==> src/mbss_pkg.sv <==
`timescale 1ns / 1ps
// mbss_pkg: shared constants, register index codes and types for the
// masked byte signature search. No dependencies.
package mbss_pkg;

   // sizing
   localparam int PATTERN_MAX  = 8;
   localparam int OFFSET_BITS  = 16;
   localparam int LEN_CAP      = (PATTERN_MAX < 8) ? PATTERN_MAX : 8;
   localparam int LEN_IDX_BITS = $clog2(LEN_CAP + 1);
   localparam int COUNT_BITS   = 17;

   // register widths
   localparam int PATTERN_BITS = 64;
   localparam int CARE_BITS    = 8;
   localparam int PLEN_BITS    = 4;
   localparam int SLEN_BITS    = 16;
   localparam int CSR_DATA_BITS = 64;
   localparam int CSR_IDX_BITS  = 2;

   // register reset values
   localparam logic [CARE_BITS-1:0] CARE_RESET = '1;
   localparam logic [PLEN_BITS-1:0] PLEN_RESET = PLEN_BITS'(1);

   typedef enum logic [CSR_IDX_BITS-1:0] {
      CSR_PATTERN_BYTES  = 2'd0,
      CSR_CARE_MASK      = 2'd1,
      CSR_PATTERN_LENGTH = 2'd2,
      CSR_SEARCH_LENGTH  = 2'd3
   } csr_index_type;

   // sliding window, index 0 holds the newest byte
   typedef struct packed {
      logic [PATTERN_MAX-1:0][7:0] bytes;
      logic [PATTERN_MAX-1:0]      bad;
   } window_type;

   // pattern settings seen by the compare unit
   typedef struct packed {
      logic [PATTERN_BITS-1:0] pattern;
      logic [CARE_BITS-1:0]    care;
      logic [LEN_IDX_BITS-1:0] len;
   } pattern_cfg_type;

endpackage

==> src/mbss_channels.sv <==
`timescale 1ns / 1ps
// mbss_req_if / mbss_rsp_if: valid/ready channels of the signature search.
// Depends on mbss_pkg for the offset width.
interface mbss_req_if;
   logic       valid;
   logic       ready;
   logic [7:0] data_byte;
   logic       byte_unreadable;
   logic       search_start;

   modport source (output valid, data_byte, byte_unreadable, search_start, input ready);
   modport sink   (input valid, data_byte, byte_unreadable, search_start, output ready);
endinterface

interface mbss_rsp_if;
   logic                             valid;
   logic                             ready;
   logic                             found;
   logic [mbss_pkg::OFFSET_BITS-1:0] match_offset;

   modport source (output valid, found, match_offset, input ready);
   modport sink   (input valid, found, match_offset, output ready);
endinterface

==> src/mbss_window_cmp.sv <==
`timescale 1ns / 1ps
// mbss_window_cmp: masked compare of the updated window against the pattern.
// Depends on mbss_pkg for the window and pattern types.
module mbss_window_cmp (
   input  mbss_pkg::window_type      window,
   input  mbss_pkg::pattern_cfg_type cfg,
   output logic                      match
);

   logic [mbss_pkg::LEN_CAP:0] len_match;

   // one match flag per candidate length; pattern byte k lines up with
   // window slot len-1-k, and a bad byte fails even at a wildcard
   always_comb begin
      len_match = '1;
      for (int n = 1; n <= mbss_pkg::LEN_CAP; n++) begin
         for (int k = 0; k < mbss_pkg::LEN_CAP; k++) begin
            if (k < n) begin
               if (window.bad[n-1-k] ||
                   (cfg.care[k] && (window.bytes[n-1-k] != cfg.pattern[8*k +: 8]))) begin
                  len_match[n] = 1'b0;
               end
            end
         end
      end
   end

   // empty pattern matches trivially
   assign match = len_match[cfg.len];

endmodule

==> src/masked_byte_signature_search_top.sv <==
`timescale 1ns / 1ps
// masked_byte_signature_search_top: streaming masked byte signature finder.
// Depends on mbss_pkg, mbss_req_if, mbss_rsp_if and mbss_window_cmp.
//
// Usage:
//   Program the pattern bytes, care mask, pattern length and search length
//   through the csr_ write port while no search result is outstanding.
//   Then stream the searched range one byte per request on the req channel,
//   marking the first byte with search_start. A byte flagged unreadable
//   fails every window that holds it.
//   Each search gives exactly one result on the rsp channel: found with the
//   offset of the first matching window, or not-found once the range is
//   used up (at once on the start byte if the pattern is empty or the range
//   is shorter than the pattern). Bytes sent after a search ends and before
//   the next start are dropped without a result.
//   Latency: a result is shown in the cycle after the request that caused it.
//   Throughput: one request per cycle; the window shift and the parallel
//   compare of up to eight bytes finish within the cycle of the request.
//   The result register frees a slot while it is taken, so requests keep
//   flowing as long as rsp.ready is high; while a result is held back by the
//   receiver, req.ready is low.
//   Reset (synchronous) restores the register defaults, clears the window
//   and leaves the block with no search running and no result pending.
module masked_byte_signature_search_top (
   input  logic                                 clock,
   input  logic                                 reset,
   mbss_req_if.sink                             req,
   mbss_rsp_if.source                           rsp,
   input  logic                                 csr_wr_en,
   input  logic [mbss_pkg::CSR_IDX_BITS-1:0]    csr_index,
   input  logic [mbss_pkg::CSR_DATA_BITS-1:0]   csr_wr_data
);

   // configuration registers
   logic [mbss_pkg::PATTERN_BITS-1:0] pattern_bytes_ff;
   logic [mbss_pkg::CARE_BITS-1:0]    care_mask_ff;
   logic [mbss_pkg::PLEN_BITS-1:0]    pattern_length_ff;
   logic [mbss_pkg::SLEN_BITS-1:0]    search_length_ff;

   // search state
   mbss_pkg::window_type               window_ff, window_in;
   logic [mbss_pkg::COUNT_BITS-1:0]    bytes_seen_ff, bytes_seen_in;
   logic                               search_done_ff, search_done_in;

   // result register
   logic                               rsp_valid_ff, rsp_valid_in;
   logic                               rsp_found_ff, rsp_found_in;
   logic [mbss_pkg::OFFSET_BITS-1:0]   rsp_offset_ff, rsp_offset_in;

   mbss_pkg::window_type               clear_window;
   mbss_pkg::window_type               base_window;
   mbss_pkg::window_type               shift_window;
   mbss_pkg::pattern_cfg_type          cmp_cfg;
   logic [mbss_pkg::COUNT_BITS-1:0]    base_count;
   logic [mbss_pkg::COUNT_BITS-1:0]    count_next;
   logic [mbss_pkg::COUNT_BITS-1:0]    len_wide;
   logic [mbss_pkg::LEN_IDX_BITS-1:0]  eff_len;
   logic                               accept;
   logic                               active;
   logic                               short_range;
   logic                               take_byte;
   logic                               cmp_match;
   logic                               hit;
   logic                               range_end;

   // configuration writes
   always_ff @(posedge clock) begin
      if (reset) begin
         pattern_bytes_ff  <= '0;
         care_mask_ff      <= mbss_pkg::CARE_RESET;
         pattern_length_ff <= mbss_pkg::PLEN_RESET;
         search_length_ff  <= '0;
      end else if (csr_wr_en) begin
         unique case (mbss_pkg::csr_index_type'(csr_index))
            mbss_pkg::CSR_PATTERN_BYTES:  pattern_bytes_ff <= csr_wr_data;
            mbss_pkg::CSR_CARE_MASK:
               care_mask_ff <= csr_wr_data[mbss_pkg::CARE_BITS-1:0];
            mbss_pkg::CSR_PATTERN_LENGTH:
               pattern_length_ff <= csr_wr_data[mbss_pkg::PLEN_BITS-1:0];
            mbss_pkg::CSR_SEARCH_LENGTH:
               search_length_ff <= csr_wr_data[mbss_pkg::SLEN_BITS-1:0];
         endcase
      end
   end

   // pattern length saturates at what the window holds
   assign eff_len = (pattern_length_ff > mbss_pkg::PLEN_BITS'(mbss_pkg::LEN_CAP)) ?
                    mbss_pkg::LEN_IDX_BITS'(mbss_pkg::LEN_CAP) :
                    mbss_pkg::LEN_IDX_BITS'(pattern_length_ff);
   assign len_wide = mbss_pkg::COUNT_BITS'(eff_len);

   // handshake: the result register empties while it is taken
   assign req.ready = !rsp_valid_ff || rsp.ready;
   assign accept    = req.valid && req.ready;

   // window as it stands before this byte, cleared on a start
   always_comb begin
      clear_window.bytes = '0;
      clear_window.bad   = '1;
   end

   assign base_window = req.search_start ? clear_window : window_ff;
   assign base_count  = req.search_start ? '0 : bytes_seen_ff;
   assign active      = req.search_start || !search_done_ff;
   assign short_range = req.search_start &&
                        ((eff_len == '0) ||
                         (mbss_pkg::COUNT_BITS'(search_length_ff) < len_wide));
   assign take_byte   = active && !short_range;

   // shift the new byte into slot 0
   always_comb begin
      shift_window.bytes[0] = req.data_byte;
      shift_window.bad[0]   = req.byte_unreadable;
      for (int i = 1; i < mbss_pkg::PATTERN_MAX; i++) begin
         shift_window.bytes[i] = base_window.bytes[i-1];
         shift_window.bad[i]   = base_window.bad[i-1];
      end
   end

   assign count_next = base_count + mbss_pkg::COUNT_BITS'(1);

   assign cmp_cfg.pattern = pattern_bytes_ff;
   assign cmp_cfg.care    = care_mask_ff;
   assign cmp_cfg.len     = eff_len;

   mbss_window_cmp u_cmp (
      .window (shift_window),
      .cfg    (cmp_cfg),
      .match  (cmp_match)
   );

   assign hit       = cmp_match && (count_next >= len_wide);
   assign range_end = count_next >= mbss_pkg::COUNT_BITS'(search_length_ff);

   // next search state and result
   always_comb begin
      window_in      = window_ff;
      bytes_seen_in  = bytes_seen_ff;
      search_done_in = search_done_ff;
      rsp_valid_in   = rsp_valid_ff && !rsp.ready;
      rsp_found_in   = rsp_found_ff;
      rsp_offset_in  = rsp_offset_ff;
      if (accept) begin
         priority if (short_range) begin
            window_in      = clear_window;
            bytes_seen_in  = '0;
            search_done_in = 1'b1;
            rsp_valid_in   = 1'b1;
            rsp_found_in   = 1'b0;
            rsp_offset_in  = '0;
         end else if (take_byte) begin
            window_in     = shift_window;
            bytes_seen_in = count_next;
            if (hit) begin
               search_done_in = 1'b1;
               rsp_valid_in   = 1'b1;
               rsp_found_in   = 1'b1;
               rsp_offset_in  = mbss_pkg::OFFSET_BITS'(count_next - len_wide);
            end else if (range_end) begin
               search_done_in = 1'b1;
               rsp_valid_in   = 1'b1;
               rsp_found_in   = 1'b0;
               rsp_offset_in  = '0;
            end else begin
               search_done_in = 1'b0;
            end
         end else begin
            // byte outside a search is dropped
            search_done_in = 1'b1;
         end
      end
   end

   // control state
   always_ff @(posedge clock) begin
      if (reset) begin
         window_ff      <= clear_window;
         bytes_seen_ff  <= '0;
         search_done_ff <= 1'b1;
         rsp_valid_ff   <= 1'b0;
      end else begin
         window_ff      <= window_in;
         bytes_seen_ff  <= bytes_seen_in;
         search_done_ff <= search_done_in;
         rsp_valid_ff   <= rsp_valid_in;
      end
   end

   // result payload
   always_ff @(posedge clock) begin
      rsp_found_ff  <= rsp_found_in;
      rsp_offset_ff <= rsp_offset_in;
   end

   assign rsp.valid        = rsp_valid_ff;
   assign rsp.found        = rsp_found_ff;
   assign rsp.match_offset = rsp_offset_ff;

endmodule

==> src/flat_wrapper.sv <==
// flat-port wrapper written by rule: the top's interface ports become plain ports
module masked_byte_signature_search_top_flat 
  (clock, reset, csr_wr_en, csr_index, csr_wr_data, req_valid, req_data_byte, req_byte_unreadable, req_search_start, req_ready, rsp_valid, rsp_found, rsp_match_offset, rsp_ready);
  mbss_req_if req_i ();
  mbss_rsp_if rsp_i ();
  input  logic clock;
  input  logic reset;
  input  logic csr_wr_en;
  input  logic [mbss_pkg::CSR_IDX_BITS-1:0] csr_index;
  input  logic [mbss_pkg::CSR_DATA_BITS-1:0] csr_wr_data;
  input wire logic [$bits(req_i.valid)-1:0] req_valid;
  input wire logic [$bits(req_i.data_byte)-1:0] req_data_byte;
  input wire logic [$bits(req_i.byte_unreadable)-1:0] req_byte_unreadable;
  input wire logic [$bits(req_i.search_start)-1:0] req_search_start;
  output wire logic [$bits(req_i.ready)-1:0] req_ready;
  output wire logic [$bits(rsp_i.valid)-1:0] rsp_valid;
  output wire logic [$bits(rsp_i.found)-1:0] rsp_found;
  output wire logic [$bits(rsp_i.match_offset)-1:0] rsp_match_offset;
  input wire logic [$bits(rsp_i.ready)-1:0] rsp_ready;
  assign req_i.valid = req_valid;
  assign req_i.data_byte = req_data_byte;
  assign req_i.byte_unreadable = req_byte_unreadable;
  assign req_i.search_start = req_search_start;
  assign req_ready = req_i.ready;
  assign rsp_valid = rsp_i.valid;
  assign rsp_found = rsp_i.found;
  assign rsp_match_offset = rsp_i.match_offset;
  assign rsp_i.ready = rsp_ready;
  masked_byte_signature_search_top u_core (.clock(clock), .reset(reset), .req(req_i), .rsp(rsp_i), .csr_wr_en(csr_wr_en), .csr_index(csr_index), .csr_wr_data(csr_wr_data));
endmodule
==> config.mk <==
export PLATFORM = sky130hd
export DESIGN_NAME = masked_byte_signature_search_top_flat
export DESIGN_NICKNAME = d
export VERILOG_FILES = /design/src/mbss_pkg.sv /design/src/mbss_channels.sv /design/src/mbss_window_cmp.sv /design/src/masked_byte_signature_search_top.sv /design/src/flat_wrapper.sv
export SDC_FILE = /design/constraint.sdc
export NUM_CORES = 1
export LEC_CHECK = 0
export BUFFER_PORTS_ARGS = -buffer_cell sky130_fd_sc_hd__buf_4
export CELL_PAD_IN_SITES_DETAIL_PLACEMENT = 1
export CELL_PAD_IN_SITES_GLOBAL_PLACEMENT = 1
export CORE_ASPECT_RATIO = 0.75
export CORE_MARGIN = 1.5
export CORE_UTILIZATION = 46
export DETAILED_ROUTE_END_ITERATION = 7
export GPL_TIMING_DRIVEN = 0
export PLACE_DENSITY = 0.9
export SYNTH_ARGS = -nofsm -noshare
export SYNTH_HDL_FRONTEND = slang
export SYNTH_HIERARCHICAL = 1
export SYNTH_SLANG_ARGS = --single-unit
==> constraint.sdc <==
create_clock -name clock -period 7.44 [get_ports clock]
set_input_delay 1.488 -clock clock [delete_from_list [all_inputs] [get_ports clock]]
set_output_delay 1.488 -clock clock [all_outputs]
set_load 0.01 [all_outputs]
Word-level counts from Yosys, hierarchy flattened --
Cells that the tools add are included.
Cells by class: $add $sub $neg 2, $lt $le $gt $ge 5, eq/ne operators 39, multiplexer cells 60, reduce and logical (&&, ||, !) cells 94
Operator list (count):
- $ne A8 B8 Y1 | 36
- $mux W72 | 2
- $mux W64 | 1
- $mux W17 | 3
- $mux W1 | 49
- $mux W16 | 3
- $logic_and A1 B1 Y1 | 41
- $logic_or A1 B1 Y1 | 39
- $add A17 B1 Y17 const B | 1
- $ge A17 B16 Y1 | 1
- $ge A17 B4 Y1 | 1
- $lt A16 B4 Y1 | 1
- $sub A16 B4 Y16 | 1
- $reduce_and A2 Y1 | 5
- $lt A4 B5 Y1 const B | 1
- $bmux W1 S4 | 1
- $eq A2 B2 Y1 const B | 2
- $gt A4 B4 Y1 const B | 1
- $logic_not A1 Y1 | 4
- $logic_not A4 Y1 | 1
- $mux W4 | 1
- $reduce_and A3 Y1 | 1
- $reduce_bool A3 Y1 | 1
- $eq A2 B1 Y1 const B | 1
- 2 further kinds | 2
Storage, ports and cells: register bits after elaboration 192, input port bits 81

Depth between registers and ports, before layout --
depth in word-level cells 19, gate-level depth with buffers 18

Hierarchy --
The synthesis kept the hierarchy.
Modules (own cells, without submodules):
- masked_byte_signature_search_top | times used 1, cells an instance 1057, area an instance 8426.8 µm²
- mbss_window_cmp | times used 1, cells an instance 510, area an instance 3863.7 µm²

Least setup slack after synthesis --
OpenSTA, ideal clock, no wires.
path kind input-to-reg, start point input req_search_start, end point register u_core.rsp_found_ff (netlist: u_core/rsp.found), enable pin, arrival 5.435 ns, required time 7.066 ns, path slack 1.631 ns, stages on the path 17, path buffers 5, cells stage by stage buf_6 buf_4 clkbuf_1 clkbuf_1 nor2b_1 ha_1 inv_1 xnor2_1 ha_1 o21a_1 o31a_1 nor3_1 or4b_2 or4_1 buf_2 o21ai_0 a21oi_1
Between the ends: longest elaborated chain between the ends 17
Ends and longest elaborated chain:
- start, declared | line flat_wrapper.sv:14 | input wire logic [$bits(req_i.search_start)-1:0] req_search_start;
- $mux W64 | line masked_byte_signature_search_top.sv:102 | assign base_window = req.search_start ? clear_window : window_ff;
- $ne A8 B8 Y1 | line mbss_window_cmp.sv:20 | (cfg.care[k] && (window.bytes[n-1-k] != cfg.pattern[8*k +: 8]))) begin
- $logic_and A1 B1 Y1 | line mbss_window_cmp.sv:20
- $logic_or A1 B1 Y1 | line mbss_window_cmp.sv:19 | if (window.bad[n-1-k] ||
- $mux W1 (8 in a row) | line mbss_window_cmp.sv:19
- $bmux W1 S4 | line mbss_window_cmp.sv:29 | assign match = len_match[cfg.len];
- $mux W1 (implied by the code) | line mbss_window_cmp.sv:29
- $logic_and A1 B1 Y1 | line masked_byte_signature_search_top.sv:132 | assign hit = cmp_match && (count_next >= len_wide);
- $reduce_bool A3 Y1 (no source line)
- $reduce_and A3 Y1 (no source line) *
- end signal, assigned | line masked_byte_signature_search_top.sv:191 | rsp_found_ff <= rsp_found_in;
- end, declared | line masked_byte_signature_search_top.sv:47 | logic rsp_found_ff, rsp_found_in;
Mark *: on every way between the ends. The rest lies on a longest branch, timed or not. The select of a mux whose other input is x is not followed. A chain may end at the register's enable or synchronous reset.

Worst setup path after layout --
start point input req_search_start, end point register u_core.rsp_offset_ff, in the netlist u_core/rsp.match_offset[8], data pin
Between the ends: longest elaborated chain between the ends 17
Ends and longest elaborated chain:
- $mux W64 | line masked_byte_signature_search_top.sv:102
- $ne A8 B8 Y1 | line mbss_window_cmp.sv:20
- $logic_and A1 B1 Y1 | line mbss_window_cmp.sv:20
- $logic_or A1 B1 Y1 | line mbss_window_cmp.sv:19
- $mux W1 (8 in a row) | line mbss_window_cmp.sv:19
- $bmux W1 S4 | line mbss_window_cmp.sv:29
- $mux W1 (implied by the code) | line mbss_window_cmp.sv:29
- $logic_and A1 B1 Y1 | line masked_byte_signature_search_top.sv:132
- $mux W16 | line masked_byte_signature_search_top.sv:154 | if (hit) begin
- $mux W16 | line masked_byte_signature_search_top.sv:151 | end else if (take_byte) begin
- end signal, assigned | line masked_byte_signature_search_top.sv:192 | rsp_offset_ff <= rsp_offset_in;
- end, declared | line masked_byte_signature_search_top.sv:48 | logic [mbss_pkg::OFFSET_BITS-1:0] rsp_offset_ff, rsp_offset_in;
Several ways; a longest one is shown, not always the timed one. The select of a mux whose other input is x is not followed.

==> flow_summary.yaml <==
run_status:
  status: "finished with violations"
  violations: "capacitance limit, slew limit"
global_route:
  grt_antenna_before_repair: 0
  overflow: 0
  grt_max_degree: 18
  track_usage: 0.3398
  grt_pass1_wl_um: 70150
  grt_pass1_vias: 12200
finish:
  layout.nets: 1789
  final_core_util: 0.5389
  fillers: 3220
  area.growth.synth_to_final_pct: 14.44
  drive_gt1_frac: 0.1266
  multi_input_area_um2: 7402
  antenna_cells: 0
  area.sequential_um2: 3994
setup_path:
  cp_num_buf_inv: 7
  path_class: "input port to flip-flop"
  slowest_stage: "or4b_2"
  crit_arrival_ns: 7.02
  rrSetupSlack_ns: 1.99
  critical_path.endpoint_type: "flip-flop"
  crit_path_cell_trace: "buf_4, buf_6, buf_4, clkbuf_1, nor2b_1, ha_1, inv_1, xnor2_1, ha_1, o21a_1, o31a_1, nor3_1, or4b_2, or4_1, buf_2, o311ai_4, buf_6, nor2_1"
  crit_path_start: "req_search_start"
  critPathMaxStageDelay_ns: 0.70
  cp.depth: 18
  required_ns: 7.65
  r2r_cells: 14
  critical-path-top-delay-family: "simple AND/OR/NAND/NOR gates"
  r2r-start: "u_core/bytes_seen_ff[0]"
  reg2reg_to: "u_core/rsp.match_offset[8]"
  worstPathMaxFanout: 10
  cp-endpoint: "u_core/rsp.match_offset[8]"
  start_kind: "input port"
floorplan:
  placeableCoreArea_um2: 26100
  die_h_um: 144.6
  floorplan.initialDensity: 0.4709
  num_rows: 51
  dieArea_um2: 27720
  boundaryPins: 100
  die_w_um: 191.7
synth:
  synthTopCellsByCount: "nand2_1 (322), xnor2_1 (299), dfxtp_1 (174), a21oi_1 (171), nand4_1 (85)"
  ys_warn_count: 6
  synthMuxAreaShare: 0.005497
  synth_flop_cell: "dfxtp_1"
  synth_top_family_by_area: "simple AND/OR/NAND/NOR gates"
  synth_adder_area_share: 0.02484
  synth-edff-count: 17
  synth_fp_nets: 1671
  yosysTopAreaCell: "dfxtp_1"
  synthCells: 1567
  yosysSeqAreaShare: 0.3250
  synthSimpleGateAreaFrac: 0.2366
  yosys.cell_count.top_type: "nand2_1"
  ys_async_sr_fraction: 0
  synth.distinct_cells: 65
  syn-cell-area_um2: 12290
  yosys-top-cells-area: "dfxtp_1 (28%), xnor2_1 (21%), nand2_1 (9.8%)"
  yosys.area.top_type_share: 0.2834
  synth_compound_area_frac: 0.1185
  ys_ff_latch: 191
  synth_xor_area_frac: 0.2165
  syn_avg_cell_area_um2: 7.843
clock_tree:
  clkSlewWorstSetupHoldPaths_ns: 0.07
  root_buffer: "clkbuf_16"
  cts.sinks: 191
  cts-resized-gates: 0
  cts_setup_buffers: 0
  clk_latency_ns: 0.47
  numCtsBuffers: 17
  htreeDepth: 4
  tritoncts: "yes"
  clockBufferDepth: 2
  cts_hold_buffers: 0
power:
  p_leak_uw: 0.004661
  vdd.ir_drop.worst_mv: 0.1689
  power.density_nw_per_um2: 179.3
timing:
  skew_ns: 0.01799
  finalSetupViolations: 0
  fin_crit_ns: 6.805
  tightest_slew_ns: 1.548
  finalCritPeriodShare: 0.9147
  fmax_mhz: 146.9
  drv_slew: 9
  finalSetupTns_ns: 0
  rsz0062_at_grt: "no"
  hold_violations: 0
  slew_headroom: -0.04089
routing:
  vias_per_cell: 5.894
  drt_iter0_markers: 1164
  wl_per_cell_um: 22.85
  drcViolationCount: 0
  wl_um: 46660
  final_antenna_net_count: 0
  firstDrtPassIters: 5
  vias: 12040
placement:
  port_buffers: 98
  place.gp.congestion: 0.9929
  dp_hpwl_um: 34370
min_path:
  hold_path.class: "flip-flop to flip-flop"
run:
  maxCapViolCount: 1
## kinds of logic (layout without fill, tap and decap cells)
kind of cell / Yosys count / count (layout)
DFF: 191 / 191
buffers and inverters: 176 / 307
AOI/OAI and AO/OA: 260 / 260
muxes: 6 / 6
adders and majority gates: 24 / 24
and+or+nand+nor: 607 / 607
xor gates and xnor gates: 303 / 303
## area by class of cell
| class | count | share of cell area |
|---|---|---|
| tap | 344 | 0.03060 |
| sequential | 191 | 0.2840 |
| clock buffer | 20 | 0.03176 |
| clock inverter | 12 | 0.01085 |
| buffer | 148 | 0.05640 |
| inverter | 28 | 0.007473 |
| multi-input combinational | 1200 | 0.5263 |
| timing repair buffer | 99 | 0.05266 |
## routing by layer
layer  share of wire  track usage  vias up
met3            0.10      0.07207       94
met5               0            0        -
li1                -            -     5420
met1            0.43       0.4680     5940
met2            0.44       0.5229      582
met4           0.026       0.1205        0
## worst min-delay path, delay by kind of cell (launching register included)
family	cells	cell delay, ns
AO/OA/AOI/OAI	1	0.05
flip-flops	1	0.31
AND/OR/NAND/NOR	1	0.05
## power by group
group | total (uW) | internal (uW) | leakage (uW) | switching [uW]
Sequential | 1100 | 1070 | 0.00158 | 26.5
Combinational | 464 | 183 | 0.00279 | 281
Clock | 961 | 513 | 0.000285 | 448
## sequential cells by signal, summed over array words and instances, names as in the netlist
| name | cells |
|---|---|
| u_core/pattern_bytes_ff | 64 |
| u_core/window_ff | 63 |
| u_core/bytes_seen_ff | 17 |
| u_core/rsp.match_offset | 16 |
| u_core/search_length_ff | 16 |
| u_core/care_mask_ff | 8 |
| u_core/pattern_length_ff | 4 |
| u_core/rsp.found | 1 |
| u_core/rsp.valid | 1 |
| u_core/search_done_ff | 1 |
## worst min path at each step
stage | slack (ns) | depth (start not counted) | from | to
after global routing | 0.47 | 2 | u_core/window_ff[52] | u_core/window_ff[52]
after floorplan | 0.43 | 2 | u_core/window_ff[10] | u_core/window_ff[10]
after CTS | 0.45 | 2 | u_core/window_ff[40] | u_core/window_ff[40]
final | 0.45 | 2 | u_core/window_ff[13] | u_core/window_ff[13]
after detailed placement | 0.44 | 2 | u_core/window_ff[40] | u_core/window_ff[40]
after global placement | 0.44 | 1 | u_core/window_ff[2] | u_core/window_ff[2]
## stage by stage
| step | cell area [um^2] | hold slack, ns | power [uW] | std cells | setup WS, ns |
|---|---|---|---|---|---|
| 2_1_floorplan | 12290 | 0.4273 | 1398 | 1567 | 1.631 |
| 3_3_place_gp | 13460 | 0.4353 | 1546 | 2009 | 0.4268 |
| 3_5_place_dp | 13470 | 0.4422 | 1567 | 2010 | 0.3308 |
| 4_1_cts | 14060 | 0.4531 | 2522 | 2042 | 0.8156 |
| 5_1_grt | 14060 | 0.4721 | 2603 | 2042 | 0.5441 |
| 6_report | 14060 | 0.4518 | 2522 | 2042 | 0.6348 |
## cell usage in the layout (no fill, tap or decap), types with 17 or more instances in the layout
| master | Yosys | final |
|---|---|---|
| nand2_1 | 322 | 322 |
| xnor2_1 | 299 | 299 |
| dfxtp_1 | 174 | 174 |
| a21oi_1 | 171 | 170 |
| buf_4 | 13 | 111 |
| clkbuf_1 | 83 | 85 |
| nand4_1 | 85 | 85 |
| nor2b_1 | 65 | 65 |
| nor2_1 | 41 | 41 |
| o21ai_0 | 35 | 35 |
| buf_2 | 31 | 32 |
| inv_1 | 28 | 28 |
| nand3_1 | 23 | 23 |
| ha_1 | 22 | 22 |
| buf_6 | 20 | 20 |
| clkbuf_16 | 0 | 17 |
| edfxtp_1 | 17 | 17 |
Power figures use the tool's default switching activity.
